===== src/sv/srt_pkg.sv =====
`default_nettype none

package srt_pkg;

	// Defaults for the top-level parameters
	localparam int DEPTH_DEF    = 256;
	localparam int ID_WIDTH_DEF = 64;

	// Fixed width of the slot number fields
	localparam int IDX_W = 10;

	typedef logic [1:0] opcode_t;
	typedef logic [1:0] status_t;

	// Operation codes
	localparam opcode_t OP_REGISTER   = 2'd0;
	localparam opcode_t OP_UNREGISTER = 2'd1;
	localparam opcode_t OP_LOOKUP     = 2'd2;

	// Response status codes
	localparam status_t ST_OK    = 2'd0;
	localparam status_t ST_TAKEN = 2'd1;
	localparam status_t ST_FULL  = 2'd2;
	localparam status_t ST_MISS  = 2'd3;

endpackage

`default_nettype wire


===== src/sv/srt_req_if.sv =====
`default_nettype none

interface srt_req_if import srt_pkg::*; #(
	parameter int ID_WIDTH = ID_WIDTH_DEF
);
	logic                valid;
	logic                ready;
	opcode_t             opcode;
	logic                index_given;
	logic [IDX_W-1:0]    slot_index;
	logic [ID_WIDTH-1:0] object_id;

	modport source (output valid, opcode, index_given, slot_index, object_id, input ready);
	modport sink   (input valid, opcode, index_given, slot_index, object_id, output ready);
endinterface

`default_nettype wire


===== src/sv/srt_rsp_if.sv =====
`default_nettype none

interface srt_rsp_if import srt_pkg::*; #(
	parameter int ID_WIDTH = ID_WIDTH_DEF
);
	logic                valid;
	logic                ready;
	status_t             status;
	logic [IDX_W-1:0]    result_index;
	logic                found;
	logic [ID_WIDTH-1:0] result_id;

	modport source (output valid, status, result_index, found, result_id, input ready);
	modport sink   (input valid, status, result_index, found, result_id, output ready);
endinterface

`default_nettype wire


===== src/sv/srt_ctrl.sv =====
`default_nettype none

// Sequencer: valid bits, insert hint, forward scan and response register.
// The id table sits in an external RAM read at accept and written at commit.
module srt_ctrl import srt_pkg::*; #(
	parameter int DEPTH    = DEPTH_DEF,
	parameter int ID_WIDTH = ID_WIDTH_DEF,
	localparam int AW = $clog2(DEPTH),
	localparam int HW = $clog2(DEPTH + 1)
) (
	input  wire logic                clk,
	input  wire logic                arst_n,
	srt_req_if.sink                  req,
	srt_rsp_if.source                rsp,
	output logic                     ram_we,
	output logic      [AW-1:0]       ram_waddr,
	output logic      [ID_WIDTH-1:0] ram_wdata,
	output logic                     ram_re,
	output logic      [AW-1:0]       ram_raddr,
	input  wire logic [ID_WIDTH-1:0] ram_rdata
);

	localparam logic [1:0] S_IDLE = 2'd0;
	localparam logic [1:0] S_SCAN = 2'd1;
	localparam logic [1:0] S_EXEC = 2'd2;

	localparam logic [IDX_W:0] DEPTH_X   = (IDX_W + 1)'(DEPTH);
	localparam logic [HW-1:0]  HINT_END  = HW'(DEPTH);

	logic [1:0]          state_q;
	opcode_t             op_q;
	logic                given_q;
	logic [IDX_W-1:0]    idx_q;
	logic [ID_WIDTH-1:0] id_q;
	logic [HW-1:0]       hint_q;
	logic [DEPTH-1:0]    valid_q;

	logic                out_valid_q;
	status_t             status_q;
	logic [IDX_W-1:0]    rindex_q;
	logic                found_q;
	logic [ID_WIDTH-1:0] rid_q;

	logic                accept;
	logic                commit;
	logic                idx_in_range;
	logic [AW-1:0]       idx_slot;
	logic [AW-1:0]       hint_slot;
	logic                hint_end;
	logic                slot_hit;

	status_t             status_d;
	logic [IDX_W-1:0]    rindex_d;
	logic                found_d;
	logic [ID_WIDTH-1:0] rid_d;
	logic                set_v;
	logic                clr_v;
	logic                hint_adv;
	logic [AW-1:0]       wr_slot;

	assign req.ready    = (state_q == S_IDLE);
	assign accept       = req.valid && req.ready;
	assign commit       = (state_q == S_EXEC) && (!out_valid_q || rsp.ready);

	assign idx_in_range = {1'b0, idx_q} < DEPTH_X;
	assign idx_slot     = idx_q[AW-1:0];
	assign hint_end     = (hint_q == HINT_END);
	assign hint_slot    = hint_q[AW-1:0];
	assign slot_hit     = idx_in_range && valid_q[idx_slot];

	// RAM: read the requested slot at accept, write back at commit
	assign ram_re    = accept;
	assign ram_raddr = req.slot_index[AW-1:0];
	assign ram_we    = commit && set_v;
	assign ram_waddr = wr_slot;
	assign ram_wdata = id_q;

	// Result and state changes of the held transaction
	always_comb begin
		status_d = ST_MISS;
		rindex_d = idx_q;
		found_d  = 1'b0;
		rid_d    = '0;
		set_v    = 1'b0;
		clr_v    = 1'b0;
		hint_adv = 1'b0;
		wr_slot  = idx_slot;
		case (op_q)
			OP_REGISTER: begin
				if (given_q) begin
					if (!idx_in_range) begin
						status_d = ST_MISS;
					end else if (valid_q[idx_slot]) begin
						status_d = ST_TAKEN;
					end else begin
						status_d = ST_OK;
						set_v    = 1'b1;
					end
				end else begin
					if (hint_end) begin
						status_d = ST_FULL;
						rindex_d = '0;
					end else begin
						status_d = ST_OK;
						rindex_d = IDX_W'(hint_q);
						set_v    = 1'b1;
						hint_adv = 1'b1;
						wr_slot  = hint_slot;
					end
				end
			end
			OP_UNREGISTER: begin
				if (slot_hit) begin
					status_d = ST_OK;
					clr_v    = 1'b1;
				end
			end
			OP_LOOKUP: begin
				if (slot_hit) begin
					status_d = ST_OK;
					found_d  = 1'b1;
					rid_d    = ram_rdata;
				end
			end
			default: begin
				status_d = ST_MISS;
			end
		endcase
	end

	// Sequencer
	always_ff @(posedge clk or negedge arst_n) begin
		if (!arst_n) begin
			state_q <= S_IDLE;
		end else begin
			case (state_q)
				S_IDLE: begin
					if (accept) begin
						if (req.opcode == OP_REGISTER && !req.index_given) begin
							state_q <= S_SCAN;
						end else begin
							state_q <= S_EXEC;
						end
					end
				end
				S_SCAN: begin
					if (hint_end || !valid_q[hint_slot]) begin
						state_q <= S_EXEC;
					end
				end
				S_EXEC: begin
					if (commit) begin
						state_q <= S_IDLE;
					end
				end
				default: begin
					state_q <= S_IDLE;
				end
			endcase
		end
	end

	// Captured request fields
	always_ff @(posedge clk) begin
		if (accept) begin
			op_q    <= req.opcode;
			given_q <= req.index_given;
			idx_q   <= req.slot_index;
			id_q    <= req.object_id;
		end
	end

	// Insert hint: walks past taken slots, one per cycle, never moves back
	always_ff @(posedge clk or negedge arst_n) begin
		if (!arst_n) begin
			hint_q <= '0;
		end else if (state_q == S_SCAN && !hint_end && valid_q[hint_slot]) begin
			hint_q <= hint_q + 1'b1;
		end else if (commit && hint_adv) begin
			hint_q <= hint_q + 1'b1;
		end
	end

	// Valid bits
	always_ff @(posedge clk or negedge arst_n) begin
		if (!arst_n) begin
			valid_q <= '0;
		end else if (commit) begin
			if (set_v) begin
				valid_q[wr_slot] <= 1'b1;
			end
			if (clr_v) begin
				valid_q[idx_slot] <= 1'b0;
			end
		end
	end

	// Response register
	always_ff @(posedge clk or negedge arst_n) begin
		if (!arst_n) begin
			out_valid_q <= 1'b0;
		end else if (commit) begin
			out_valid_q <= 1'b1;
		end else if (rsp.ready) begin
			out_valid_q <= 1'b0;
		end
	end

	always_ff @(posedge clk) begin
		if (commit) begin
			status_q <= status_d;
			rindex_q <= rindex_d;
			found_q  <= found_d;
			rid_q    <= rid_d;
		end
	end

	assign rsp.valid        = out_valid_q;
	assign rsp.status       = status_q;
	assign rsp.result_index = rindex_q;
	assign rsp.found        = found_q;
	assign rsp.result_id    = rid_q;

	a_hint_forward: assert property (@(posedge clk) disable iff (!arst_n)
		1'b1 |=> hint_q >= $past(hint_q))
		else $error("insert hint moved back");

	a_hint_bound: assert property (@(posedge clk) disable iff (!arst_n)
		hint_q <= HINT_END)
		else $error("insert hint past the end of the table");

	a_write_sets_valid: assert property (@(posedge clk) disable iff (!arst_n)
		ram_we |=> valid_q[$past(ram_waddr)])
		else $error("id written without its valid bit");

	a_found_ok: assert property (@(posedge clk) disable iff (!arst_n)
		out_valid_q && found_q |-> status_q == ST_OK)
		else $error("found flag with a failing status");

endmodule

`default_nettype wire


===== src/flat_wrapper.sv =====
// flat-port wrapper written by rule: the top's interface ports become plain ports
module srt_ctrl_flat import srt_pkg::*;
#(
	parameter int DEPTH    = DEPTH_DEF,
	parameter int ID_WIDTH = ID_WIDTH_DEF,
	localparam int AW = $clog2(DEPTH),
	localparam int HW = $clog2(DEPTH + 1)
)
  (clk, arst_n, ram_we, ram_waddr, ram_wdata, ram_re, ram_raddr, ram_rdata, req_valid, req_opcode, req_index_given, req_slot_index, req_object_id, req_ready, rsp_valid, rsp_status, rsp_result_index, rsp_found, rsp_result_id, rsp_ready);
  srt_req_if #(.ID_WIDTH(ID_WIDTH)) req_i ();
  srt_rsp_if #(.ID_WIDTH(ID_WIDTH)) rsp_i ();
  input  wire logic clk;
  input  wire logic arst_n;
  output logic ram_we;
  output logic      [AW-1:0] ram_waddr;
  output logic      [ID_WIDTH-1:0] ram_wdata;
  output logic ram_re;
  output logic      [AW-1:0] ram_raddr;
  input  wire logic [ID_WIDTH-1:0] ram_rdata;
  input wire logic [$bits(req_i.valid)-1:0] req_valid;
  input wire logic [$bits(req_i.opcode)-1:0] req_opcode;
  input wire logic [$bits(req_i.index_given)-1:0] req_index_given;
  input wire logic [$bits(req_i.slot_index)-1:0] req_slot_index;
  input wire logic [$bits(req_i.object_id)-1:0] req_object_id;
  output wire logic [$bits(req_i.ready)-1:0] req_ready;
  output wire logic [$bits(rsp_i.valid)-1:0] rsp_valid;
  output wire logic [$bits(rsp_i.status)-1:0] rsp_status;
  output wire logic [$bits(rsp_i.result_index)-1:0] rsp_result_index;
  output wire logic [$bits(rsp_i.found)-1:0] rsp_found;
  output wire logic [$bits(rsp_i.result_id)-1:0] rsp_result_id;
  input wire logic [$bits(rsp_i.ready)-1:0] rsp_ready;
  assign req_i.valid = req_valid;
  assign req_i.opcode = req_opcode;
  assign req_i.index_given = req_index_given;
  assign req_i.slot_index = req_slot_index;
  assign req_i.object_id = req_object_id;
  assign req_ready = req_i.ready;
  assign rsp_valid = rsp_i.valid;
  assign rsp_status = rsp_i.status;
  assign rsp_result_index = rsp_i.result_index;
  assign rsp_found = rsp_i.found;
  assign rsp_result_id = rsp_i.result_id;
  assign rsp_i.ready = rsp_ready;
  srt_ctrl #(.DEPTH(DEPTH), .ID_WIDTH(ID_WIDTH)) u_core (.clk(clk), .arst_n(arst_n), .req(req_i), .rsp(rsp_i), .ram_we(ram_we), .ram_waddr(ram_waddr), .ram_wdata(ram_wdata), .ram_re(ram_re), .ram_raddr(ram_raddr), .ram_rdata(ram_rdata));
endmodule

===== config.mk =====
export PLATFORM = sky130hd
export DESIGN_NAME = srt_ctrl_flat
export DESIGN_NICKNAME = d
export VERILOG_FILES = /design/src/sv/srt_pkg.sv /design/src/sv/srt_req_if.sv /design/src/sv/srt_rsp_if.sv /design/src/sv/srt_ctrl.sv /design/src/flat_wrapper.sv
export SDC_FILE = /design/constraint.sdc
export NUM_CORES = 1
export LEC_CHECK = 0
export BUFFER_PORTS_ARGS = -buffer_cell sky130_fd_sc_hd__buf_4
export CORE_MARGIN = 2
export CORE_UTILIZATION = 45
export DETAILED_ROUTE_END_ITERATION = 6
export PLACE_DENSITY = 0.68
export SETUP_SLACK_MARGIN = 0.4
export SYNTH_ARGS = -nofsm -noshare
export SYNTH_HDL_FRONTEND = slang
export SYNTH_SLANG_ARGS = --single-unit

===== constraint.sdc =====
create_clock -name clk -period 9.6 [get_ports clk]
set_input_delay 1.44 -clock clk [delete_from_list [all_inputs] [get_ports clk]]
set_output_delay 1.44 -clock clk [all_outputs]
set_load 0.02 [all_outputs]

==> flow_summary_export.csv, run 1 <==
group,metric,value,unit
run_status,status,"finished, final reports clean",
synthesis,seq_area_frac_synth,54.1,%
floorplan,rows,79,
synthesis,syn-cell-area,20900,sq um
global_route,gr-total-overflow,0,
detailed_routing,vias_per_cell,6.60,
clocking,cts_tree,"yes",
detailed_routing,dr.pass1.iters,6,
power_and_ir_drop,fin_total_pwr,5.01,mW
job,maxCapViolCount,0,
clocking,cts_made_buffers,48,
place,globalplace.congestion,0.974,
synthesis,ys.warnings.count,0,
timing,timing.fmax,0.170,GHz
timing,fin_crit,5870,ps
timing,tightestPinTransition,1350,ps
finish,final_core_util,54.6,%
setup_path,end_kind,"primary output",
detailed_routing,wl_per_cell,27.5,microns
synthesis,ys_dominant_reg_cell,"dfrtp_1",
detailed_routing,drcViolationCount,0,
synthesis,yosysTopAreaCell,"dfrtp_1",
synthesis,netlist_top_cells_count,"a21oi_1, dfrtp_1, edfxtp_1",
place,dp_slack,4390,ps
detailed_routing,num_vias,17400,
global_route,grt_first_pass_wirelength,107000,microns
clocking,cts.sinks,422,
floorplan,fp.dieW,220,microns
power_and_ir_drop,vdd_drop_max,0.117,mV
timing,worst_slack,3730,ps
power_and_ir_drop,p_leak,10.5,nW
global_route,grt_use_total,29.8,%
floorplan,dieArea,48300,sq um
finish,fillCellCount,3903,
timing,max_slew_margin,9.47,%
global_route,grt_max_degree,176,
clocking,cts_max_level,2,
clocking,cts_setup_buffers,0,
clocking,clock_latency,600,ps
global_route,grt_pass1_vias,17000,
clocking,path_clk_slew,60,ps
synthesis,synth_nets,1894,
setup_path,worstSetupStartpointType,"flop",
floorplan,core_area,46300,sq um
timing,final.period_utilization,61.1,%
timing,fin_skew,28.9,ps
timing,maxSlewViolCount,0,
setup_path,critical_path.max_stage_delay,800,ps
setup_path,crit_top_cell,"buf_4",
synthesis,synth_cell_types,65,
power_and_ir_drop,cellPowerDensity,198,nW/um^2
synthesis,synth-edff-count,154,
timing,final_hold_viol_count,0,
synthesis,syn_inst,1743,
setup_path,critPathSlowestCell,"buf_4",
finish,layout.nets,2136,
detailed_routing,drt.antenna.violating_nets,0,
floorplan,die_height,220,microns
synthesis,synth_area_leaders,"dfrtp_1, edfxtp_1, mux4_2, a21oi_1, a31oi_1",
power_and_ir_drop,pwr-share-clk,38.5,%
synthesis,yosysMostFrequentCell,"a21oi_1",
power_and_ir_drop,power_frac_seq,42.2,%
setup_path,crit_chain,"buf_4 -> buf_4 -> mux4_2 -> mux2i_1 -> mux2i_1 -> o2111ai_1 -> nand4_1 -> nor3b_2 -> buf_4 -> inv_2 -> a21oi_1 -> buf_4",
floorplan,start_util,45.3,%
synthesis,synth-async-reset-ratio,63.5,%
synthesis,synth_area_per_cell,12.0,sq um
clocking,postCtsHoldBufs,0,
timing,setup_viol,0,
setup_path,cp_data_required_time,8160,ps
synthesis,ys_ff_latch,422,
detailed_routing,drt_wl_total,72400,microns
power_and_ir_drop,p_int,3.50,mW
power_and_ir_drop,power_switching,1.51,mW
setup_path,cp_data_arrival_time,4430,ps
setup_path,criticalPathCategory,"flop to primary output",
global_route,antenna_found_initial,1,
clocking,cts_resized,0,
timing,rsz0062_at_grt,"no",
finish,layout-drive-gt1-share,28.4,%
synthesis,synth_top_area_share,32.0,%
min_path,min_path_type,"flop to flop",
detailed_routing,first_iter_violations,2694,
setup_path,path_max_fanout,57,
clocking,clock_path_buffers,3,
clocking,root_buffer,"clkbuf_16",
place,port_buffers,305,
power_and_ir_drop,swShare,30.1,%
power_and_ir_drop,power_frac_comb,19.3,%
finish,syn2layout_area_growth,20.6,%
timing,final.setup.tns,0,ps
setup_path,r2r_setup_slack,4380,ps
place,dp_hpwl,45600,microns
floorplan,io-pin-count,306,
==> registers in the layout, indices dropped and copies added (netlist names), 2 cells and up <==
register / flops
u_core.hint_q: 9
u_core.rsp.result_id: 64
u_core.idx_q: 10
u_core.valid_q: 256
u_core.ram_wdata: 64
u_core.rsp.status: 2
u_core.state_q: 2
u_core.rsp.result_index: 10
u_core.op_q: 2
==> area by class of cell <==
| class | count | area [sq um] | share of cell area (%) |
|---|---|---|---|
| clock inverter | 26 | 262 | 1.04 |
| sequential | 422 | 11300 | 44.9 |
| tap | 607 | 759 | 3.01 |
| inverter | 16 | 61.3 | 0.243 |
| clock buffer | 63 | 1410 | 5.60 |
| timing repair buffer | 347 | 2630 | 10.4 |
| antenna | 2 | 5.00 | 0.0198 |
| multi-input combinational | 1150 | 8780 | 34.8 |
==> logic make-up (layout without fill, tap and decap cells) <==
kind of cell    Yosys count  count (layout)  share of synthesized area [%]
buf+inv                 171             452                           4.19
other cells               0               2                              0
simple gates            344             344                           8.86
flops                   422             422                           54.1
fa+ha+maj                 6               6                          0.359
xor+xnor                  8               8                          0.335
mux                     169             169                           15.4
compound gates          623             623                           16.7
==> worst max-delay path: cells and delay by family, from the launching register on <==
kind	cells	cell delay, ps
buffers and inverters	5	1700
DFF	1	320
muxes	3	890
and+or+nand+nor	2	440
AOI/OAI and AO/OA	2	370
==> cell usage in the layout, fill, tap and decap left out, types with 6 or more instances in the layout <==
master     Yosys  layout
a22oi_1       17      17
nor2b_1       21      21
dfrtp_1      268     265
nand2_1       71      71
buf_4         21     345
nor2_1       104     104
ha_1           6       6
mux4_1         6       6
a31oi_1      138     138
clkbuf_16      0      52
a211oi_1       9       9
edfxtp_1     154     154
clkinv_2       0      14
a311oi_1       6       6
nand3_1       16      16
mux4_2       114     114
nor3_1         9       9
inv_1         13      12
nand2b_1      11      11
a22o_1         7       7
and2_1        73      73
clkbuf_8       0       7
a21oi_1      396     396
nor4_4         9       9
mux2i_1       44      44
o21ai_0       12      12
==> final timing paths <==
path,to,depth (start not counted),start
max,ram_we,12,u_core.idx_q[1]
min,u_core.hint_q[8],1,u_core.hint_q[8]
max reg2reg,u_core.hint_q[1],9,u_core.hint_q[0]
min reg2reg,u_core.hint_q[8],1,u_core.hint_q[8]
max in group asynchronous,u_core.valid_q[55],2,arst_n
min in group asynchronous,u_core.hint_q[3],1,arst_n
==> metrics by stage <==
stage,hold WS (ps),instance area [sq um],std cells
6_report,529,25200,2633
5_1_grt,541,25200,2631
4_1_cts,522,25200,2631
3_5_place_dp,514,23600,2542
3_3_place_gp,507,23600,2542
2_1_floorplan,482,20900,1743
==> power by group through the flow <==
stage	Clock (mW)	Combinational (mW)	Sequential [mW]
after global routing	2.03	1.01	2.13
after CTS	1.96	0.953	2.11
final	1.93	0.966	2.11
after detailed placement	0	0.952	2.15
after floorplan	0	0.557	2.15
after global placement	0	0.941	2.14
==> per-layer routing <==
layer,global-route usage [%],vias to the layer above,part of all wire (%)
met4,14.6,0,5.3
met2,46.0,1328,45
li1,-,7160,-
met5,0,-,0
met3,10.1,262,13
met1,37.7,8625,36
(Power assumes the default switching activity.)
==> run 2: changes to the inputs <==
--- a/config.mk
+++ b/config.mk
@@ -9,7 +9,7 @@
 export CORE_MARGIN = 2
 export CORE_UTILIZATION = 45
 export DETAILED_ROUTE_END_ITERATION = 6
-export PLACE_DENSITY = 0.68
+export PLACE_DENSITY = 0.65
 export SETUP_SLACK_MARGIN = 0.4
 export SYNTH_ARGS = -nofsm -noshare
 export SYNTH_HDL_FRONTEND = slang
==> constraint.sdc (replaced) <==
create_clock -name clk -period 5.4 [get_ports clk]
set_input_delay 0.81 -clock clk [delete_from_list [all_inputs] [get_ports clk]]
set_output_delay 0.81 -clock clk [all_outputs]
set_load 0.02 [all_outputs]
==> run 2 against run 1 <==
Against the previous run:
- clock skew down 5.9 ps
- first-iteration DRC count down 19%
- via count down 0.96%
- die area unchanged
- worst hold slack worse by 210 ps
- global-route usage down 0.60 points
- combinational power up 82%
- critical path depth down 1
- clock power up 64%
- power up 73%
- critical endpoint unchanged
- highest routed layer unchanged
==> flow_summary_export.csv, run 2 (synthesized netlist as in run 1, its figures left out) <==
group,metric,value,unit
timing,fin_skew,23.0,ps
power_and_ir_drop,vdd_drop_max,0.253,mV
global_route,top_usage_layer,"met2",
global_route,grt_max_degree,120,
timing,maxSlewViolCount,0,
clocking,cts_made_buffers,46,
finish,fillCellCount,3935,
floorplan,start_util,45.3,%
job,maxCapViolCount,0,
clocking,clock_latency,590,ps
power_and_ir_drop,swShare,30.2,%
finish,layout.nets,2156,
floorplan,fp.dieW,220,microns
floorplan,core_area,46300,sq um
global_route,antenna_found_initial,1,
place,port_buffers,305,
floorplan,dieArea,48300,sq um
timing,worst_slack,542,ps
clocking,cts_max_level,2,
setup_path,criticalPathCategory,"flop to primary output",
global_route,grt_pass1_vias,17000,
global_route,grtUsageMet1,38.1,%
power_and_ir_drop,cellPowerDensity,343,nW/um^2
detailed_routing,vias_per_cell,6.50,
power_and_ir_drop,pwr-share-clk,36.6,%
clocking,root_buffer,"clkbuf_16",
detailed_routing,drcViolationCount,0,
timing,max_slew_margin,26.1,%
timing,final.period_utilization,90.0,%
detailed_routing,first_iter_violations,2179,
power_and_ir_drop,p_int,6.05,mW
clocking,cts.sinks,422,
detailed_routing,wl_per_cell,26.9,microns
floorplan,io-pin-count,306,
finish,layout_common_cells,"a21oi_1, buf_4, dfrtp_1, edfxtp_1, a31oi_1",
power_and_ir_drop,power_frac_seq,43.1,%
finish,layout-drive-gt1-share,28.5,%
timing,setup_viol,0,
place,dp_slack,1240,ps
global_route,gr-total-overflow,0,
finish,syn2layout_area_growth,20.8,%
clocking,postCtsHoldBufs,0,
timing,fin_crit,4860,ps
finish,largest_reg_flops,256,
timing,timing.fmax,0.206,GHz
clocking,path_clk_slew,60,ps
timing,final.setup.tns,0,ps
setup_path,cp_data_arrival_time,4050,ps
finish,mostFrequentLayoutCell,"a21oi_1",
detailed_routing,drt.antenna.violating_nets,0,
timing,holdWs,321,ps
min_path,min_path_type,"input port to asynchronous set/reset pin",
clocking,cts_resized,0,
power_and_ir_drop,power_frac_comb,20.3,%
detailed_routing,num_vias,17200,
timing,tightestPinTransition,1110,ps
floorplan,rows,79,
global_route,gr-usage-met3,8.03,%
setup_path,end_kind,"primary output",
place,dp_hpwl,46000,microns
global_route,grt_first_pass_wirelength,106000,microns
detailed_routing,drt_wl_total,71200,microns
timing,rsz0062_at_grt,"no",
timing,final_hold_viol_count,0,
global_route,grt_use_total,29.2,%
power_and_ir_drop,power_switching,2.62,mW
global_route,grtUsageMet2,45.2,%
run_status,status,"finished, final reports clean",
clocking,clock_path_buffers,3,
floorplan,die_height,220,microns
clocking,cts_setup_buffers,0,
setup_path,cp_data_required_time,4590,ps
place,globalplace.congestion,0.947,
setup_path,worstSetupStartpointType,"flop",
finish,regMostFlops,"u_core.valid_q",
power_and_ir_drop,p_leak,10.5,nW
setup_path,path_max_fanout,14,
detailed_routing,dr.pass1.iters,6,
clocking,cts_tree,"yes",
run 2: cell types whose count changed in the layout (fill, tap and decap cells not counted), sizes merged:
| cell | before | now |
|---|---|---|
| clkbuf | 63 | 68 |
| diode | 2 | 1 |
| inv | 19 | 16 |
| clkinvlp | 4 | 1 |
| bufinv | 4 | 2 |
| clkinv | 15 | 13 |
| buf | 347 | 369 |
run 2: path summary, 6_finish.rpt:
check	slack (ps)	cells after the start	start	end
worst max-delay path	540	11	u_core.idx_q[3]	ram_we
worst min-delay path	320	1	arst_n	u_core.valid_q[121]
worst max register to register	1260	10	u_core.idx_q[3]	u_core.valid_q[64]
worst min register to register	530	1	u_core.hint_q[8]	u_core.hint_q[8]
max in group asynchronous	3780	2	arst_n	u_core.valid_q[44]
min in group clk	400	1	req_object_id[39]	u_core.ram_wdata[39]
run 2: final cells by class:
type / count / area (sq um) / area share, %
sequential: 422 / 11300 / 44.8
multi-input combinational: 1150 / 8780 / 34.7
timing repair buffer: 369 / 2840 / 11.2
clock buffer: 68 / 1370 / 5.41
tap: 607 / 759 / 3.00
clock inverter: 16 / 138 / 0.544
inverter: 16 / 61.3 / 0.242
antenna: 1 / 2.50 / 0.00990
run 2: power by group through the flow:
stage,Clock [mW],Sequential [mW],Combinational (mW)
after detailed placement,0,3.80,1.74
after floorplan,0,3.83,0.993
final,3.17,3.74,1.76
after global placement,0,3.79,1.73
after CTS,3.22,3.74,1.75
after global routing,3.34,3.76,1.85
run 2: worst max-delay path: stages, from the launching register on:
cell      delay (ps)
edfxtp_1         720
inv_1            400
buf_4            330
a211oi_1          70
and3_1           200
a211oi_1         510
nand4_1          290
nor3b_2          220
buf_4            260
inv_2             40
a21oi_1          220
buf_4            190
run 2: metal layers:
layer	vias up	share of wire [%]
li1	7196	-
met1	8613	37
met2	1181	46
met3	219	12
met4	0	5.0
met5	-	0
run 2: per-stage QoR:
step | utilization (%) | instance area [sq um] | std cells | total power [mW]
floorplan | - | 20900 | 1743 | 4.82
global placement | 51.4 | 23800 | 2564 | 5.52
detailed placement | 51.4 | 23800 | 2564 | 5.54
CTS | 54.7 | 25300 | 2648 | 8.70
global route | 54.7 | 25300 | 2649 | 8.95
finish | 54.7 | 25300 | 2649 | 8.67
